**config.mk**
```make
export PLATFORM = sky130hd
export DESIGN_NAME = crc_frame_deframer_unit_flat
export DESIGN_NICKNAME = d
export VERILOG_FILES = /design/src/rtl/core/cfd_pkg.sv /design/src/rtl/core/cfd_if.sv /design/src/rtl/core/cfd_crc_step.sv /design/src/rtl/core/crc_frame_deframer_unit.sv /design/src/flat_wrapper.sv
export SDC_FILE = /design/constraint.sdc
export NUM_CORES = 1
export LEC_CHECK = 0
export ABC_AREA = 1
export BUFFER_PORTS_ARGS = -buffer_cell sky130_fd_sc_hd__buf_2
export CAP_MARGIN = 20
export CELL_PAD_IN_SITES_DETAIL_PLACEMENT = 1
export CELL_PAD_IN_SITES_GLOBAL_PLACEMENT = 1
export CORE_MARGIN = 2
export CORE_UTILIZATION = 35
export DETAILED_ROUTE_END_ITERATION = 12
export GPL_TIMING_DRIVEN = 1
export PLACE_DENSITY = 0.72
export SYNTH_ARGS = -nofsm -noshare
export SYNTH_HDL_FRONTEND = slang
export SYNTH_SLANG_ARGS = --single-unit
```
**constraint.sdc**
```tcl
create_clock -name clk_i -period 6.52 [get_ports clk_i]
set_input_delay 0.652 -clock clk_i [delete_from_list [all_inputs] [get_ports clk_i]]
set_output_delay 0.652 -clock clk_i [all_outputs]
set_load 0.005 [all_outputs]
```
**src/rtl/core/cfd_pkg.sv**
```systemverilog
package cfd_pkg;

  localparam int unsigned CountWidth = 9;

  localparam logic [CountWidth-1:0] HdrBytes   = 9'd5;
  localparam logic [CountWidth-1:0] HeaderLast = 9'd4;
  localparam logic [CountWidth-1:0] CrcBytes   = 9'd2;
  localparam logic [CountWidth-1:0] MinFrame   = 9'd7;
  localparam logic [CountWidth-1:0] CountMax   = 9'd511;

  localparam logic [15:0] CrcInit = 16'hFFFF;
  localparam logic [15:0] CrcPoly = 16'hA001;

  typedef enum logic [1:0] {
    STATUS_OK        = 2'd0,
    STATUS_TOO_SHORT = 2'd1,
    STATUS_SIZE_ERR  = 2'd2,
    STATUS_CRC_ERR   = 2'd3
  } status_e;

  typedef struct packed {
    logic       is_payload;
    logic [7:0] payload_byte;
    logic [7:0] payload_index;
    logic       frame_end;
    status_e    status_code;
    logic [7:0] frame_header;
    logic [7:0] frame_sequence;
    logic [7:0] frame_device;
    logic [7:0] frame_command;
    logic [7:0] payload_length;
  } result_t;

endpackage

```
**src/rtl/core/cfd_if.sv**
```systemverilog
interface cfd_in_if;
  logic       valid;
  logic       ready;
  logic [7:0] rx_byte;
  logic       end_of_frame;

  modport source (output valid, output rx_byte, output end_of_frame, input ready);
  modport sink (input valid, input rx_byte, input end_of_frame, output ready);
endinterface

interface cfd_out_if;
  logic       valid;
  logic       ready;
  logic       is_payload;
  logic [7:0] payload_byte;
  logic [7:0] payload_index;
  logic       frame_end;
  logic [1:0] status_code;
  logic [7:0] frame_header;
  logic [7:0] frame_sequence;
  logic [7:0] frame_device;
  logic [7:0] frame_command;
  logic [7:0] payload_length;

  modport source (
    output valid, output is_payload, output payload_byte, output payload_index,
    output frame_end, output status_code, output frame_header, output frame_sequence,
    output frame_device, output frame_command, output payload_length, input ready
  );
  modport sink (
    input valid, input is_payload, input payload_byte, input payload_index,
    input frame_end, input status_code, input frame_header, input frame_sequence,
    input frame_device, input frame_command, input payload_length, output ready
  );
endinterface

```
**src/rtl/core/cfd_crc_step.sv**
```systemverilog
module cfd_crc_step (
  input  logic [15:0] crc_i,
  input  logic [7:0]  data_i,
  output logic [15:0] crc_o
);

  logic [15:0] acc;

  // CRC-16/MODBUS, reflected, one byte per call
  always_comb begin
    acc = crc_i ^ {8'h00, data_i};
    for (int i = 0; i < 8; i++) begin
      if (acc[0]) begin
        acc = (acc >> 1) ^ cfd_pkg::CrcPoly;
      end else begin
        acc = acc >> 1;
      end
    end
    crc_o = acc;
  end

endmodule

```
**src/rtl/core/crc_frame_deframer_unit.sv**
```systemverilog
// Receive-side frame checker for length-prefixed frames protected by
// CRC-16/MODBUS (low CRC byte first).
// Input channel in_i: one received byte per request, end_of_frame set on the
// last byte of the frame. Output channel out_o: one result per input byte.
// Payload bytes come out with is_payload set and their index; the result of
// the last byte carries frame_end, the status and the header fields. The
// sink should discard the payload of a frame whose status is not ok.
// The result is registered and is valid in the cycle after the byte is accepted.
// Throughput: one byte per cycle unless out_o.ready is low; the byte-wide CRC update and the byte
// counter sit between the frame state registers and the result register.
// Receiver stall: the single result register holds its value; in_i.ready
// stays high while the held result is being taken in the same cycle, so the
// stream keeps full rate unless out_o.ready is low.
// Reset: asynchronous, clears the frame state (CRC to 0xFFFF) and the
// result valid flag. The frame state also clears itself after each last
// byte, so the next byte starts a new frame.
module crc_frame_deframer_unit (
  input  logic       clk_i,
  input  logic       rst_ni,
  cfd_in_if.sink     in_i,
  cfd_out_if.source  out_o
);

  logic [cfd_pkg::CountWidth-1:0] byte_count_q, byte_count_d;
  logic [15:0]                    running_crc_q, running_crc_d;
  logic [7:0]                     declared_length_q, declared_length_d;
  logic [31:0]                    header_fields_q, header_fields_d;
  logic [15:0]                    received_crc_q, received_crc_d;

  logic                           out_valid_q;
  cfd_pkg::result_t               result_q, result_d;

  logic                           in_fire;
  logic [7:0]                     len_eff;
  logic [cfd_pkg::CountWidth-1:0] crc_limit;
  logic [cfd_pkg::CountWidth-1:0] total;
  logic                           in_crc_span;
  logic                           in_payload;
  logic [15:0]                    crc_step;

  assign in_i.ready = !out_valid_q || out_o.ready;
  assign in_fire    = in_i.valid && in_i.ready;

  cfd_crc_step u_crc_step (
    .crc_i  (running_crc_q),
    .data_i (in_i.rx_byte),
    .crc_o  (crc_step)
  );

  always_comb begin
    len_eff     = (byte_count_q == cfd_pkg::HeaderLast) ? in_i.rx_byte : declared_length_q;
    crc_limit   = cfd_pkg::HdrBytes + {1'b0, len_eff};
    in_crc_span = byte_count_q < crc_limit;
    in_payload  = in_crc_span && (byte_count_q >= cfd_pkg::HdrBytes);
    total       = (byte_count_q != cfd_pkg::CountMax) ? byte_count_q + 9'd1 : byte_count_q;

    header_fields_d = header_fields_q;
    if (byte_count_q < cfd_pkg::HeaderLast) begin
      header_fields_d = header_fields_q
                      | ({24'h000000, in_i.rx_byte} << {byte_count_q[1:0], 3'b000});
    end
    declared_length_d = len_eff;
    running_crc_d     = in_crc_span ? crc_step : running_crc_q;

    received_crc_d = received_crc_q;
    if (!in_crc_span && (byte_count_q == crc_limit)) begin
      received_crc_d = {received_crc_q[15:8], in_i.rx_byte};
    end else if (byte_count_q == crc_limit + 9'd1) begin
      received_crc_d = {in_i.rx_byte, received_crc_q[7:0]};
    end
    byte_count_d = total;

    result_d               = '0;
    result_d.is_payload    = in_payload;
    result_d.frame_end     = in_i.end_of_frame;
    result_d.status_code   = cfd_pkg::STATUS_OK;
    if (in_payload) begin
      result_d.payload_byte  = in_i.rx_byte;
      result_d.payload_index = byte_count_q[7:0] - cfd_pkg::HdrBytes[7:0];
    end
    if (in_i.end_of_frame) begin
      if (total < cfd_pkg::MinFrame) begin
        result_d.status_code = cfd_pkg::STATUS_TOO_SHORT;
      end else if (total != crc_limit + cfd_pkg::CrcBytes) begin
        result_d.status_code = cfd_pkg::STATUS_SIZE_ERR;
      end else if (running_crc_d != received_crc_d) begin
        result_d.status_code = cfd_pkg::STATUS_CRC_ERR;
      end
      result_d.frame_header   = header_fields_d[7:0];
      result_d.frame_sequence = header_fields_d[15:8];
      result_d.frame_device   = header_fields_d[23:16];
      result_d.frame_command  = header_fields_d[31:24];
      result_d.payload_length = declared_length_d;
    end
  end

  always_ff @(posedge clk_i or negedge rst_ni) begin
    if (!rst_ni) begin
      byte_count_q      <= '0;
      running_crc_q     <= cfd_pkg::CrcInit;
      declared_length_q <= '0;
      header_fields_q   <= '0;
      received_crc_q    <= '0;
    end else if (in_fire) begin
      if (in_i.end_of_frame) begin
        byte_count_q      <= '0;
        running_crc_q     <= cfd_pkg::CrcInit;
        declared_length_q <= '0;
        header_fields_q   <= '0;
        received_crc_q    <= '0;
      end else begin
        byte_count_q      <= byte_count_d;
        running_crc_q     <= running_crc_d;
        declared_length_q <= declared_length_d;
        header_fields_q   <= header_fields_d;
        received_crc_q    <= received_crc_d;
      end
    end
  end

  always_ff @(posedge clk_i or negedge rst_ni) begin
    if (!rst_ni) begin
      out_valid_q <= 1'b0;
    end else if (in_fire) begin
      out_valid_q <= 1'b1;
    end else if (out_o.ready) begin
      out_valid_q <= 1'b0;
    end
  end

  always_ff @(posedge clk_i) begin
    if (in_fire) begin
      result_q <= result_d;
    end
  end

  assign out_o.valid          = out_valid_q;
  assign out_o.is_payload     = result_q.is_payload;
  assign out_o.payload_byte   = result_q.payload_byte;
  assign out_o.payload_index  = result_q.payload_index;
  assign out_o.frame_end      = result_q.frame_end;
  assign out_o.status_code    = result_q.status_code;
  assign out_o.frame_header   = result_q.frame_header;
  assign out_o.frame_sequence = result_q.frame_sequence;
  assign out_o.frame_device   = result_q.frame_device;
  assign out_o.frame_command  = result_q.frame_command;
  assign out_o.payload_length = result_q.payload_length;

endmodule

```
**src/flat_wrapper.sv**
```systemverilog
// flat-port wrapper written by rule: the top's interface ports become plain ports
module crc_frame_deframer_unit_flat 
  (clk_i, rst_ni, in_i_valid, in_i_rx_byte, in_i_end_of_frame, in_i_ready, out_o_valid, out_o_is_payload, out_o_payload_byte, out_o_payload_index, out_o_frame_end, out_o_status_code, out_o_frame_header, out_o_frame_sequence, out_o_frame_device, out_o_frame_command, out_o_payload_length, out_o_ready);
  cfd_in_if in_i_i ();
  cfd_out_if out_o_i ();
  input  logic clk_i;
  input  logic rst_ni;
  input wire logic [$bits(in_i_i.valid)-1:0] in_i_valid;
  input wire logic [$bits(in_i_i.rx_byte)-1:0] in_i_rx_byte;
  input wire logic [$bits(in_i_i.end_of_frame)-1:0] in_i_end_of_frame;
  output wire logic [$bits(in_i_i.ready)-1:0] in_i_ready;
  output wire logic [$bits(out_o_i.valid)-1:0] out_o_valid;
  output wire logic [$bits(out_o_i.is_payload)-1:0] out_o_is_payload;
  output wire logic [$bits(out_o_i.payload_byte)-1:0] out_o_payload_byte;
  output wire logic [$bits(out_o_i.payload_index)-1:0] out_o_payload_index;
  output wire logic [$bits(out_o_i.frame_end)-1:0] out_o_frame_end;
  output wire logic [$bits(out_o_i.status_code)-1:0] out_o_status_code;
  output wire logic [$bits(out_o_i.frame_header)-1:0] out_o_frame_header;
  output wire logic [$bits(out_o_i.frame_sequence)-1:0] out_o_frame_sequence;
  output wire logic [$bits(out_o_i.frame_device)-1:0] out_o_frame_device;
  output wire logic [$bits(out_o_i.frame_command)-1:0] out_o_frame_command;
  output wire logic [$bits(out_o_i.payload_length)-1:0] out_o_payload_length;
  input wire logic [$bits(out_o_i.ready)-1:0] out_o_ready;
  assign in_i_i.valid = in_i_valid;
  assign in_i_i.rx_byte = in_i_rx_byte;
  assign in_i_i.end_of_frame = in_i_end_of_frame;
  assign in_i_ready = in_i_i.ready;
  assign out_o_valid = out_o_i.valid;
  assign out_o_is_payload = out_o_i.is_payload;
  assign out_o_payload_byte = out_o_i.payload_byte;
  assign out_o_payload_index = out_o_i.payload_index;
  assign out_o_frame_end = out_o_i.frame_end;
  assign out_o_status_code = out_o_i.status_code;
  assign out_o_frame_header = out_o_i.frame_header;
  assign out_o_frame_sequence = out_o_i.frame_sequence;
  assign out_o_frame_device = out_o_i.frame_device;
  assign out_o_frame_command = out_o_i.frame_command;
  assign out_o_payload_length = out_o_i.payload_length;
  assign out_o_i.ready = out_o_ready;
  crc_frame_deframer_unit u_core (.clk_i(clk_i), .rst_ni(rst_ni), .in_i(in_i_i), .out_o(out_o_i));
endmodule
```
==> key figures <==
Route
  – Initial DRT Pass Iterations: 4
  – DR vias: 6727
  – Post-route antenna net violation count: 0
  – # DRC: 0
  – Routed Wire Length: 23820 um
  – DRT iter0 DRCs: 432
  – Via/cell ratio: 5.260
  – WL/cell: 18.62 um

Layout
  – Reg area: 3874 um2
  – Final core occ: 0.4103
  – Area of the multi-input gates: 3585 um2
  – P&R area growth vs syn: 15.37%
  – Nets: 1010
  – Layout cell share with drive strength beyond 1: 0.2072
  – Ant diodes: 0
  – Fillers: 2678

Yosys
  – Leading area contributor after synthesis: edfxtp_1
  – Mapped Nets: 952
  – Synth top area share: 0.2244
  – Average size of a mapped cell: 8.697 um2
  – EDFF count, synth: 60
  – Post-synthesis sequential area ratio: 0.4825
  – Cell area after synthesis: 8028 um2
  – Syn Inst Count: 923
  – Synthesis warning total: 0
  – Largest cells by area after synthesis: edfxtp_1 (22%), dfrtp_1 (21%), nand2_1 (9.3%), dfstp_2 (5.2%), inv_1 (4.2%)
  – Flops & latches, synth: 142
  – Distinct cells, synth: 43
  – Ys flop type: dfrtp_1
  – Synth async-reset ratio: 0.5775

Floorplanning
  – Die W: 155.4 um
  – Die footprint: 24160 um2
  – Cell row count: 55
  – Die Height: 155.4 um
  – Io pins: 75
  – Initial Utilization: 0.3557
  – Core footprint: 22570 um2

Pwr
  – Maximum VDD drop: 225.2 uV
  – Leak: 4.182 nW
  – P_int: 2.003 mW
  – Logic pwr share: 0.340
  – Pwr dens: 349.5 nW/um2
  – Sw Pwr: 1.233 mW
  – Pwr Total: 3.237 mW
  – Switching Fraction: 0.3811
  – Clock network power share: 0.308
  – Sequential Power Share: 0.351

Clock network
  – Clock transition at the registers of the reported paths: 0.07 ns
  – Total CTS buffers: 17
  – Skew-Pair Late Insertion Delay: 0.43 ns
  – Clock sinks: 142
  – Postcts setup bufs: 0
  – CTS tree: built
  – CTS resizes: 0
  – CTS H-tree lvls: 4
  – CTS Root Buffer Type: clkbuf_16
  – CTS max path bufs: 2
  – Hold-fix buffers at CTS: 0

Setup path
  – CP delay by family, top: simple AND/OR/NAND/NOR gates
  – WP data arrival: 5.89 ns
  – CP max-delay cell: nand3_1
  – CP peak stage delay: 0.59 ns
  – WP data required: 6.70 ns
  – Crit path launch type: flop
  – Worst-path fanout max: 21
  – Setup crit end kind: flop
  – WS Path Type: reg -> reg
  – CP bufs+invs: 4

Timing
  – RSZ-0062 raised after global routing: false
  – Setup violators final: 0
  – Fin. Hold Viols: 0
  – Final period utilization: 0.8760
  – Final Skew: 0.01465 ns
  – Setup WS post-layout: 0.8087 ns
  – Setup TNS: 0 ns
  – Min cycle time layout: 5.711 ns
  – FMAX: 175.1 MHz
  – Rel. slew slack: 0.3937
  – Worst-margin pin slew: 0.9094 ns
  – Fin Hold WS: 0.1830 ns
  – Max-slew violations: 0

GRT
  – Vias in the first global route: 7113
  – Largest net degree at the start of global routing: 73
  – First-pass GRT wire length: 38700 um
  – Initial antenna violation count: 0
  – GRT Residual Overflow: 0
  – GRT Total Usage: 0.2047

Job
  – Max-cap viol count: 0

Status
  – Outcome: completed

Placed design
  – IO buf count: 74
  – Detail Placement HPWL: 16780 um
  – Pre-CTS WS: 0.8483 ns
  – RD Place Congestion: 0.8840

Worst hold path
  – Hold WC Path Type: in -> async
## final timing paths
path / slack (ns) / from / to / depth (start not counted)
worst max-delay path: 0.81 / u_core.byte_count_q[0] / u_core.out_o.status_code[1] / 31
worst min-delay path: 0.18 / rst_ni / u_core.header_fields_q[26] / 1
worst max register to register: 0.81 / u_core.byte_count_q[0] / u_core.out_o.status_code[1] / 31
worst min register to register: 0.50 / u_core.received_crc_q[15] / u_core.received_crc_q[15] / 2
max in group asynchronous: 5.30 / rst_ni / u_core.declared_length_q[7] / 2
min in group clk_i: 0.48 / in_i_end_of_frame / u_core.out_o.frame_end / 1
## state kept, by name, indices dropped and copies added, names as in the netlist
signal                       flops
u_core.declared_length_q         8
u_core.out_o.frame_sequence      8
u_core.out_o.frame_command       8
u_core.out_o.frame_end           1
u_core.out_o.is_payload          1
u_core.out_o.frame_header        8
u_core.out_o.frame_device        8
u_core.out_o.valid               1
u_core.out_o.payload_index       8
u_core.received_crc_q           16
u_core.out_o.payload_length      8
u_core.byte_count_q              9
u_core.header_fields_q          32
u_core.out_o.status_code         2
u_core.out_o.payload_byte        8
u_core.running_crc_q            16
## placed cells by master, fill, tap and decap left out, types with 2 or more instances in the layout
cell	count
nand3b_1	4
a21oi_1	40
clkinv_4	2
ha_1	16
nor2_1	83
o21a_1	2
nand4_1	11
xnor2_1	18
nand3_2	10
o21ai_1	2
clkinvlp_4	2
a41oi_1	32
inv_6	5
dfstp_2	16
clkbuf_16	18
inv_2	13
inv_1	89
buf_4	11
nor2_4	3
nor2_8	3
nand2_2	18
buf_2	73
nand2_1	198
xor2_1	30
clkinv_2	2
or2_2	3
edfxtp_1	60
o21ai_0	32
nor3_1	7
nor4_1	3
nand3_1	52
o22ai_1	36
nand2_4	14
nor2_2	4
inv_8	2
dfrtp_1	66
## routing by layer
layer	track usage	routed length (um)	vias up
li1	-	-	3214
met1	0.2829	11070	3370
met2	0.3422	11760	125
met3	0.03008	725	18
met4	0.04456	268	0
met5	0	0	-
## power groups by stage
stage	registers [mW]	logic [mW]	clock network (mW)
6_report	1.14	1.10	0.998
5_1_grt	1.15	1.24	1.04
4_1_cts	1.14	1.10	1.02
3_5_place_dp	1.15	1.09	0
3_3_place_gp	1.15	1.07	0
2_1_floorplan	1.14	0.788	0
## cells by family after synthesis
logic type      share of synthesized area
compound gates                     0.1169
xor+xnor                          0.05237
flops                              0.4825
fa+ha+maj                         0.02494
buf+inv                           0.07170
simple gates                       0.2516
## metrics by stage
stage          instances  cell area [um2]
6_report            1279             9261
3_3_place_gp        1247             8661
4_1_cts             1279             9261
3_5_place_dp        1247             8661
2_1_floorplan        923             8028
5_1_grt             1279             9261
## layout make-up
| type | count | share of cell area |
|---|---|---|
| Timing Repair Buffer | 84 | 0.04837 |
| Multi-Input combinational cell | 631 | 0.3871 |
| Tap cell | 285 | 0.03850 |
| Inverter | 105 | 0.04296 |
| Clock buffer | 18 | 0.04864 |
| Sequential cell | 142 | 0.4183 |
| Clock inverter | 14 | 0.01621 |
## cells in the mapped netlist, types with 2 or more instances
cell	count
nor2_1	83
ha_1	16
nand4_1	11
dfrtp_1	66
nor4_1	4
nor2_8	3
inv_2	13
nor3_1	7
xor2_1	30
buf_2	2
a21oi_1	40
dfstp_2	16
nand2_2	18
nand2_4	14
xnor2_1	18
o21a_1	2
nand3b_1	4
o21ai_0	32
clkbuf_1	39
buf_1	3
o21ai_1	2
a41oi_1	32
nand2_1	198
nand3_1	52
o22ai_1	36
nor2_2	4
nand3_2	10
inv_1	90
edfxtp_1	60
nor2_4	3
or2_2	3
Power figures use the tool's default switching activity.
